--- config.mk ---
export PLATFORM = sky130hd
export DESIGN_NAME = i2c_register_access_master
export DESIGN_NICKNAME = d
export VERILOG_FILES = /design/src/sv/i2c_ram_pkg.sv /design/src/sv/i2c_register_access_master.sv
export SDC_FILE = /design/constraint.sdc
export NUM_CORES = 1
export LEC_CHECK = 0
export BUFFER_PORTS_ARGS = -buffer_cell sky130_fd_sc_hd__buf_2
export CAP_MARGIN = 20
export CORE_UTILIZATION = 40
export CTS_BUF_LIST = sky130_fd_sc_hd__clkbuf_4 sky130_fd_sc_hd__clkbuf_8
export DETAILED_ROUTE_END_ITERATION = 8
export GPL_ROUTABILITY_DRIVEN = 0
export SLEW_MARGIN = 15
export SYNTH_ARGS = -nofsm -noshare
export SYNTH_HDL_FRONTEND = slang
export SYNTH_SLANG_ARGS = --single-unit
--- constraint.sdc ---
create_clock -name clk -period 4 [get_ports clk]
set_input_delay 0.4 -clock clk [delete_from_list [all_inputs] [get_ports clk]]
set_output_delay 0.4 -clock clk [all_outputs]
set_load 0.05 [all_outputs]
--- src/sv/i2c_ram_pkg.sv ---
`timescale 1ns / 1ps
// ----------------------------------------------------------------------------
// i2c_ram_pkg
// Shared codes and the transaction plan of the register access master.
// ----------------------------------------------------------------------------
package i2c_ram_pkg;

  localparam int CmdW      = 2;
  localparam int ByteW     = 8;
  localparam int WaitW     = 20;
  localparam int SegW      = 4;
  localparam int SInDataW  = 32;
  localparam int MOutDataW = 16;

  localparam logic [WaitW-1:0] WaitReset = 20'd10000;

  localparam logic [CmdW-1:0] CMD_TICK  = 2'd0;
  localparam logic [CmdW-1:0] CMD_WRITE = 2'd1;
  localparam logic [CmdW-1:0] CMD_READ  = 2'd2;

  localparam logic [SegW-1:0] SEG_START   = 4'd0;
  localparam logic [SegW-1:0] SEG_ACK     = 4'd1;
  localparam logic [SegW-1:0] SEG_STOP    = 4'd2;
  localparam logic [SegW-1:0] SEG_RESTART = 4'd3;
  localparam logic [SegW-1:0] SEG_READ    = 4'd4;
  localparam logic [SegW-1:0] SEG_WR_ADDR = 4'd5;
  localparam logic [SegW-1:0] SEG_REG     = 4'd6;
  localparam logic [SegW-1:0] SEG_DATA    = 4'd7;
  localparam logic [SegW-1:0] SEG_RD_ADDR = 4'd8;

  localparam logic [SegW-1:0] WriteLastSeg = 4'd7;
  localparam logic [SegW-1:0] ReadLastSeg  = 4'd10;

  // segment kind at a position of the write or read plan
  function automatic logic [SegW-1:0] plan_kind(input logic rd, input logic [SegW-1:0] seg);
    logic [SegW-1:0] kind;
    kind = SEG_STOP;
    if (rd) begin
      case (seg)
        4'd0:    kind = SEG_START;
        4'd1:    kind = SEG_WR_ADDR;
        4'd2:    kind = SEG_ACK;
        4'd3:    kind = SEG_REG;
        4'd4:    kind = SEG_ACK;
        4'd5:    kind = SEG_RESTART;
        4'd6:    kind = SEG_RD_ADDR;
        4'd7:    kind = SEG_ACK;
        4'd8:    kind = SEG_READ;
        4'd9:    kind = SEG_ACK;
        default: kind = SEG_STOP;
      endcase
    end else begin
      case (seg)
        4'd0:    kind = SEG_START;
        4'd1:    kind = SEG_WR_ADDR;
        4'd2:    kind = SEG_ACK;
        4'd3:    kind = SEG_REG;
        4'd4:    kind = SEG_ACK;
        4'd5:    kind = SEG_DATA;
        4'd6:    kind = SEG_ACK;
        default: kind = SEG_STOP;
      endcase
    end
    return kind;
  endfunction

endpackage

--- src/sv/i2c_register_access_master.sv ---
`timescale 1ns / 1ps
// ----------------------------------------------------------------------------
// i2c_register_access_master
// Tick driven I2C master for single register writes and random reads.
// ----------------------------------------------------------------------------
// Every item on the s_t* channel is one tick. A tick with tuser set to write
// or read starts a transaction if the master is idle; otherwise the command
// is ignored. Each busy tick outside the post-write wait does one line step
// (drive SCL or SDA, or sample SDA); acks are clocked with SDA released and
// never checked. A write takes 88 ticks plus the post-write wait from the cfg
// channel; a read takes 111 ticks. Idle ticks hold both line levels.
// Every accepted tick gives exactly one item on the m_t* channel, in the next
// cycle, from a single output register. A tick can be taken every cycle:
// s_tready is high while the output register is empty or being drained.
// If the receiver stalls, the result holds and s_tready drops until taken.
// Reset puts the master idle with both lines released, read_data at zero
// and the post-write wait at 10000 ticks. cfg_ready is always high; a write
// there applies to each write transaction that finishes its stop after it.
// ----------------------------------------------------------------------------
module i2c_register_access_master (
  input  logic                                  clk,
  input  logic                                  rst,
  input  logic                                  s_tvalid,
  output logic                                  s_tready,
  // device_address, register_address, write_data, sda_in, zero pad
  input  logic [i2c_ram_pkg::SInDataW-1:0]      s_tdata,
  // cmd
  input  logic [i2c_ram_pkg::CmdW-1:0]          s_tuser,
  output logic                                  m_tvalid,
  input  logic                                  m_tready,
  // scl_out, sda_out, read_data, busy_res, done_res, zero pad
  output logic [i2c_ram_pkg::MOutDataW-1:0]     m_tdata,
  input  logic                                  cfg_valid,
  output logic                                  cfg_ready,
  input  logic [i2c_ram_pkg::WaitW-1:0]         cfg_data
);
  import i2c_ram_pkg::*;

  logic [WaitW-1:0] write_wait_ticks;
  logic             busy, busy_next;
  logic             waiting, waiting_next;
  logic             is_read, is_read_next;
  logic [ByteW-1:0] held_device, held_device_next;
  logic [ByteW-1:0] held_register, held_register_next;
  logic [ByteW-1:0] held_data, held_data_next;
  logic [SegW-1:0]  seg, seg_next;
  logic [1:0]       sub, sub_next;
  logic [2:0]       bitn, bitn_next;
  logic [ByteW-1:0] shift_byte, shift_byte_next;
  logic [WaitW-1:0] wait_count, wait_count_next;
  logic             clock_level, clock_level_next;
  logic             data_level, data_level_next;
  logic [ByteW-1:0] received_byte, received_byte_next;
  logic             done;

  logic             accept;
  logic [CmdW-1:0]  cmd;
  logic             sda_in;
  logic             start;
  logic [SegW-1:0]  kind;
  logic [SegW-1:0]  cur_seg;
  logic [1:0]       cur_sub;
  logic [2:0]       cur_bit;
  logic [ByteW-1:0] tx_byte;
  logic             seg_end;
  logic             bit_end;
  logic [WaitW-1:0] wait_dec;

  assign cfg_ready = 1'b1;
  assign s_tready  = !m_tvalid || m_tready;
  assign accept    = s_tvalid && s_tready;
  assign cmd       = s_tuser;
  assign sda_in    = s_tdata[24];
  assign start     = !busy && (cmd == CMD_WRITE || cmd == CMD_READ);
  assign wait_dec  = wait_count - WaitW'(1);

  always_comb begin
    is_read_next       = is_read;
    held_device_next   = held_device;
    held_register_next = held_register;
    held_data_next     = held_data;
    shift_byte_next    = shift_byte;
    if (start) begin
      is_read_next       = (cmd == CMD_READ);
      held_device_next   = s_tdata[7:0];
      held_register_next = s_tdata[15:8];
      held_data_next     = s_tdata[23:16];
      shift_byte_next    = '0;
    end
    cur_seg = start ? '0 : seg;
    cur_sub = start ? '0 : sub;
    cur_bit = start ? '0 : bitn;
    kind    = plan_kind(is_read_next, cur_seg);

    case (kind)
      SEG_WR_ADDR: tx_byte = held_device_next & 8'hFE;
      SEG_REG:     tx_byte = held_register_next;
      SEG_DATA:    tx_byte = held_data_next;
      default:     tx_byte = held_device_next | 8'h01;
    endcase

    busy_next          = busy;
    waiting_next       = waiting;
    seg_next           = seg;
    sub_next           = sub;
    bitn_next          = bitn;
    wait_count_next    = wait_count;
    clock_level_next   = clock_level;
    data_level_next    = data_level;
    received_byte_next = received_byte;
    done               = 1'b0;
    seg_end            = 1'b0;
    bit_end            = 1'b0;

    if (waiting) begin
      wait_count_next = wait_dec;
      if (wait_dec == '0) begin
        busy_next    = 1'b0;
        waiting_next = 1'b0;
        done         = 1'b1;
      end
    end else if (busy || start) begin
      busy_next = 1'b1;
      case (kind)
        SEG_START: begin
          if (cur_sub == 2'd0) data_level_next = 1'b1;
          else if (cur_sub == 2'd1) clock_level_next = 1'b1;
          else data_level_next = 1'b0;
          seg_end = (cur_sub == 2'd2);
        end
        SEG_ACK: begin
          if (cur_sub == 2'd0) clock_level_next = 1'b0;
          else if (cur_sub == 2'd1) data_level_next = 1'b1;
          else clock_level_next = 1'b1;
          seg_end = (cur_sub == 2'd2);
        end
        SEG_STOP: begin
          if (cur_sub == 2'd0) clock_level_next = 1'b0;
          else if (cur_sub == 2'd1) data_level_next = 1'b0;
          else if (cur_sub == 2'd2) clock_level_next = 1'b1;
          else data_level_next = 1'b1;
          seg_end = (cur_sub == 2'd3);
        end
        SEG_RESTART: begin
          if (cur_sub == 2'd0) clock_level_next = 1'b0;
          else if (cur_sub == 2'd1) data_level_next = 1'b1;
          else if (cur_sub == 2'd2) clock_level_next = 1'b1;
          else data_level_next = 1'b0;
          seg_end = (cur_sub == 2'd3);
        end
        SEG_READ: begin
          if (cur_sub == 2'd0) begin
            clock_level_next = 1'b0;
          end else begin
            clock_level_next = 1'b1;
            shift_byte_next  = {shift_byte_next[ByteW-2:0], sda_in};
          end
          bit_end = (cur_sub == 2'd1);
          seg_end = bit_end && (cur_bit == 3'd7);
        end
        default: begin
          if (cur_sub == 2'd0) clock_level_next = 1'b0;
          else if (cur_sub == 2'd1) data_level_next = tx_byte[~cur_bit];
          else clock_level_next = 1'b1;
          bit_end = (cur_sub == 2'd2);
          seg_end = bit_end && (cur_bit == 3'd7);
        end
      endcase

      if (seg_end) begin
        seg_next  = cur_seg + SegW'(1);
        sub_next  = '0;
        bitn_next = '0;
      end else if (bit_end) begin
        seg_next  = cur_seg;
        sub_next  = '0;
        bitn_next = cur_bit + 3'd1;
      end else begin
        seg_next  = cur_seg;
        sub_next  = cur_sub + 2'd1;
        bitn_next = cur_bit;
      end

      if (seg_end && cur_seg == (is_read_next ? ReadLastSeg : WriteLastSeg)) begin
        if (is_read_next) begin
          received_byte_next = shift_byte_next;
          busy_next          = 1'b0;
          done               = 1'b1;
        end else begin
          wait_count_next = write_wait_ticks;
          if (write_wait_ticks == '0) begin
            busy_next = 1'b0;
            done      = 1'b1;
          end else begin
            waiting_next = 1'b1;
          end
        end
      end
    end
  end

  always_ff @(posedge clk) begin
    if (rst) begin
      write_wait_ticks <= WaitReset;
    end else if (cfg_valid && cfg_ready) begin
      write_wait_ticks <= cfg_data;
    end
  end

  always_ff @(posedge clk) begin
    if (rst) begin
      busy          <= 1'b0;
      waiting       <= 1'b0;
      clock_level   <= 1'b1;
      data_level    <= 1'b1;
      received_byte <= '0;
      seg           <= '0;
      sub           <= '0;
      bitn          <= '0;
    end else if (accept) begin
      busy          <= busy_next;
      waiting       <= waiting_next;
      clock_level   <= clock_level_next;
      data_level    <= data_level_next;
      received_byte <= received_byte_next;
      seg           <= seg_next;
      sub           <= sub_next;
      bitn          <= bitn_next;
    end
  end

  always_ff @(posedge clk) begin
    if (accept) begin
      is_read       <= is_read_next;
      held_device   <= held_device_next;
      held_register <= held_register_next;
      held_data     <= held_data_next;
      shift_byte    <= shift_byte_next;
      wait_count    <= wait_count_next;
    end
  end

  always_ff @(posedge clk) begin
    if (rst) begin
      m_tvalid <= 1'b0;
    end else if (accept) begin
      m_tvalid <= 1'b1;
    end else if (m_tready) begin
      m_tvalid <= 1'b0;
    end
  end

  always_ff @(posedge clk) begin
    if (accept) begin
      m_tdata <= {4'b0000, done, busy_next, received_byte_next,
                  data_level_next, clock_level_next};
    end
  end

endmodule

==> flow_metrics.env <==
export IMPL_crit_chain="o21a_1 > inv_1 > ha_1 > or2_1 > o221a_1 > a211oi_2 > mux2i_1 > o22ai_2 > or2_1 > nand3_4 > mux2_2"
export IMPL_synth_top_area_cell="edfxtp_1"
export IMPL_rrSetupSlack_ns=0.38
export IMPL_antenna_found_initial=0
export IMPL_cts_max_level=3
export IMPL_drtAntennaViolNets=0
export IMPL_clk_pin_slew_ns=0.10
export IMPL_path_depth=11
export IMPL_diodes=0
export IMPL_cts_resized=0
export IMPL_vias=4919
export IMPL_violations="DRC"
export IMPL_finalMaxSlewViolations=0
export IMPL_crit_buf_inv=1
export IMPL_place_area_mm2=0.00655
export IMPL_regToRegEndpoint="m_tdata[2]"
export IMPL_dieArea_mm2=0.0156
export IMPL_skew_ns=0.0120
export IMPL_synth_common_cells="102 x nand2_1, 81 x nor2_1, 64 x edfxtp_1, 42 x a21oi_1, 42 x dfxtp_1"
export IMPL_fin_ws_ns=0.376
export IMPL_first_global_vias=4795
export IMPL_rows=44
export IMPL_reg2reg_depth=11
export IMPL_crit_arrival_ns=3.78
export IMPL_setup_worst_path_start_class="register"
export IMPL_coreArea_mm2=0.0146
export IMPL_critPathSlowestCell="dfxtp_1"
export IMPL_cts_made_buffers=9
export IMPL_wl_um=13800
export IMPL_synth_top_area_share_pct=31.9
export IMPL_finalSetupViolCount=0
export IMPL_boundaryPins=78
export IMPL_cts_buffer_depth=2
export IMPL_fmax_mhz=276
export IMPL_critPathMostFrequentCell="or2_1"
export IMPL_yosysWarnings=0
export IMPL_p_leak_uw=0.00272
export IMPL_netlist_instances=652
export IMPL_power_uw=2290
export IMPL_async_flop_share_pct=0
export IMPL_ys_flop_type="edfxtp_1"
export IMPL_tritoncts="done"
export IMPL_worstPathRequired_ns=4.15
export IMPL_die_h_um=125
export IMPL_finalHoldViolations=0
export IMPL_drtPass1Iterations=7
export IMPL_worst_path_largest_cell_delay_ns=0.58
export IMPL_die_x_um=125
export IMPL_post_route_period_util_pct=90.6
export IMPL_status="finished, violations left"
export IMPL_hold_depth=3
export IMPL_yosysMostFrequentCell="nand2_1"
export IMPL_ctsHoldBuffers=0
export IMPL_start_util_pct=41.2
export IMPL_dp_hpwl_um=9620
export IMPL_synth_seq_area_share_pct=45.8
export IMPL_period_needed_ns=3.62
export IMPL_grt_max_degree=44
export IMPL_viasPerCell=5.50
export IMPL_yosys_register_bits=106
export IMPL_powerDensity_mw_per_mm2=340
export IMPL_synth_edf_count=64
export IMPL_ys_types=68
export IMPL_worst_pin_slew_ns=0.691
export IMPL_grt_overflow=0
export IMPL_maxSlewHeadroom_pct=53.6
export IMPL_dr_first_iter_drc_count=331
export IMPL_drc=7
export IMPL_fin_area_mm2=0.00674
export IMPL_worstSkewPairLatency_ns=0.39
export IMPL_grt_pass1_wl_um=23400
export IMPL_track_usage_pct=18.6
export IMPL_hold_class="input pin to register"
export IMPL_peakVddDrop_mv=0.264
export IMPL_syn_avg_cell_area_um2=9.24
export IMPL_area_growth_pct=11.9
export IMPL_finalSetupTns_ns=0
export IMPL_cap_violations=0
export IMPL_cts_root_buf="clkbuf_8"
export IMPL_post_cts_setup_buffers=0
export IMPL_post_drt_wl_per_cell_um=15.4
export IMPL_r2r_start="busy"
export IMPL_cp_max_fo=10
export IMPL_clock_sinks=106
export IMPL_hp_start="cfg_data[8]"
export IMPL_end_kind="register"
export IMPL_critPathTopFamily="compound AO/OA/AOI/OAI gates"
export IMPL_hold_end="write_wait_ticks[8]"
export IMPL_synth_area_top_cells="edfxtp_1 32%, dfxtp_1 14%, mux2i_1 6.6%"
export IMPL_nets=776
export IMPL_placement_io_buffers=64
export IMPL_place_ws_ns=0.163
export IMPL_fin_util_pct=46.0
export IMPL_worstSetupPathType="register to register"
export IMPL_syn_area_mm2=0.00603
export IMPL_fillCellCount=1440
export IMPL_layout_drive_gt1_share_pct=17.2
export IMPL_rsz0062_at_grt="no"
## cell families after synthesis
group	Yosys count	share of synthesized area, %
simple gates	283	21.9
compound gates	115	13.0
flops	106	45.8
buf+inv	60	4.46
mux	56	9.63
xor+xnor	19	2.76
fa+ha+maj	11	2.28
other cells	2	0.125
## sequential cells by signal, summed over array words and instances, names as in the netlist, 3 cells and up
register	count
held_device	7
shift_byte	8
wait_count	20
held_register	8
held_data	8
received_byte	8
bitn	3
write_wait_ticks	20
m_tdata	12
seg	4
## cell usage in the layout (no fill, tap or decap), drive strengths merged, types with 5 or more instances in the layout
cell type,instances
edfxtp,64
xor2,11
nor4,14
nand2,102
nand4,6
o21ai,16
clkbuf,10
buf,81
dfxtp,42
o211ai,6
o22ai,6
nor2,82
nor2b,8
ha,11
a21oi,44
o21a,5
nand3,24
mux2,16
inv,19
xnor2,8
mux2i,40
nand2b,5
conb,5
and3,5
nor3,16
## power by group
group | leakage, µW | switching, µW | internal [µW]
sequential | 0.000958 | 36.2 | 1230
clock | 0.0000923 | 375 | 297
combinational | 0.00167 | 232 | 123
## worst reg2reg max path, cell delays in order (launching register included)
cell      delay [ns]
dfxtp_1         0.58
o21a_1          0.29
inv_1           0.13
ha_1            0.27
or2_1           0.26
o221a_1         0.28
a211oi_2        0.37
mux2i_1         0.31
o22ai_2         0.13
or2_1           0.26
nand3_4         0.14
mux2_2          0.36
## worst max path at each step
| stage | from | endpoint |
|---|---|---|
| after detailed placement | s_tuser[0] | m_tdata[3] |
| final | busy | m_tdata[2] |
| after global routing | busy | bitn[2] |
| after global placement | s_tuser[0] | m_tdata[2] |
| after CTS | busy | m_tdata[3] |
| after floorplan | s_tuser[0] | m_tdata[2] |
## cell type report
cell class | instances | area (µm²) | share of cell area [%]
clock buffers | 10 | 131 | 1.95
clock inverters | 6 | 66.3 | 0.983
inverters | 19 | 71.3 | 1.06
multi-input cells | 489 | 3010 | 44.6
flip-flops and latches | 106 | 2760 | 41.0
well taps | 184 | 230 | 3.41
repair buffers | 81 | 473 | 7.01
## layer usage
| layer | vias up | routed length, µm | track usage (%) |
|---|---|---|---|
| li1 | 2438 | - | - |
| met1 | 2334 | 6480 | 24.1 |
| met2 | 132 | 6470 | 30.9 |
| met3 | 15 | 628 | 4.04 |
| met4 | 0 | 229 | 5.88 |
| met5 | - | 0 | 0 |
## stage by stage
step,std cells,hold WS (ns)
floorplan,655,0.458
global placement,879,0.472
detailed placement,879,0.483
CTS,895,0.198
global route,895,0.209
finish,895,0.220
No activity file was read; power rests on OpenSTA's default activity.
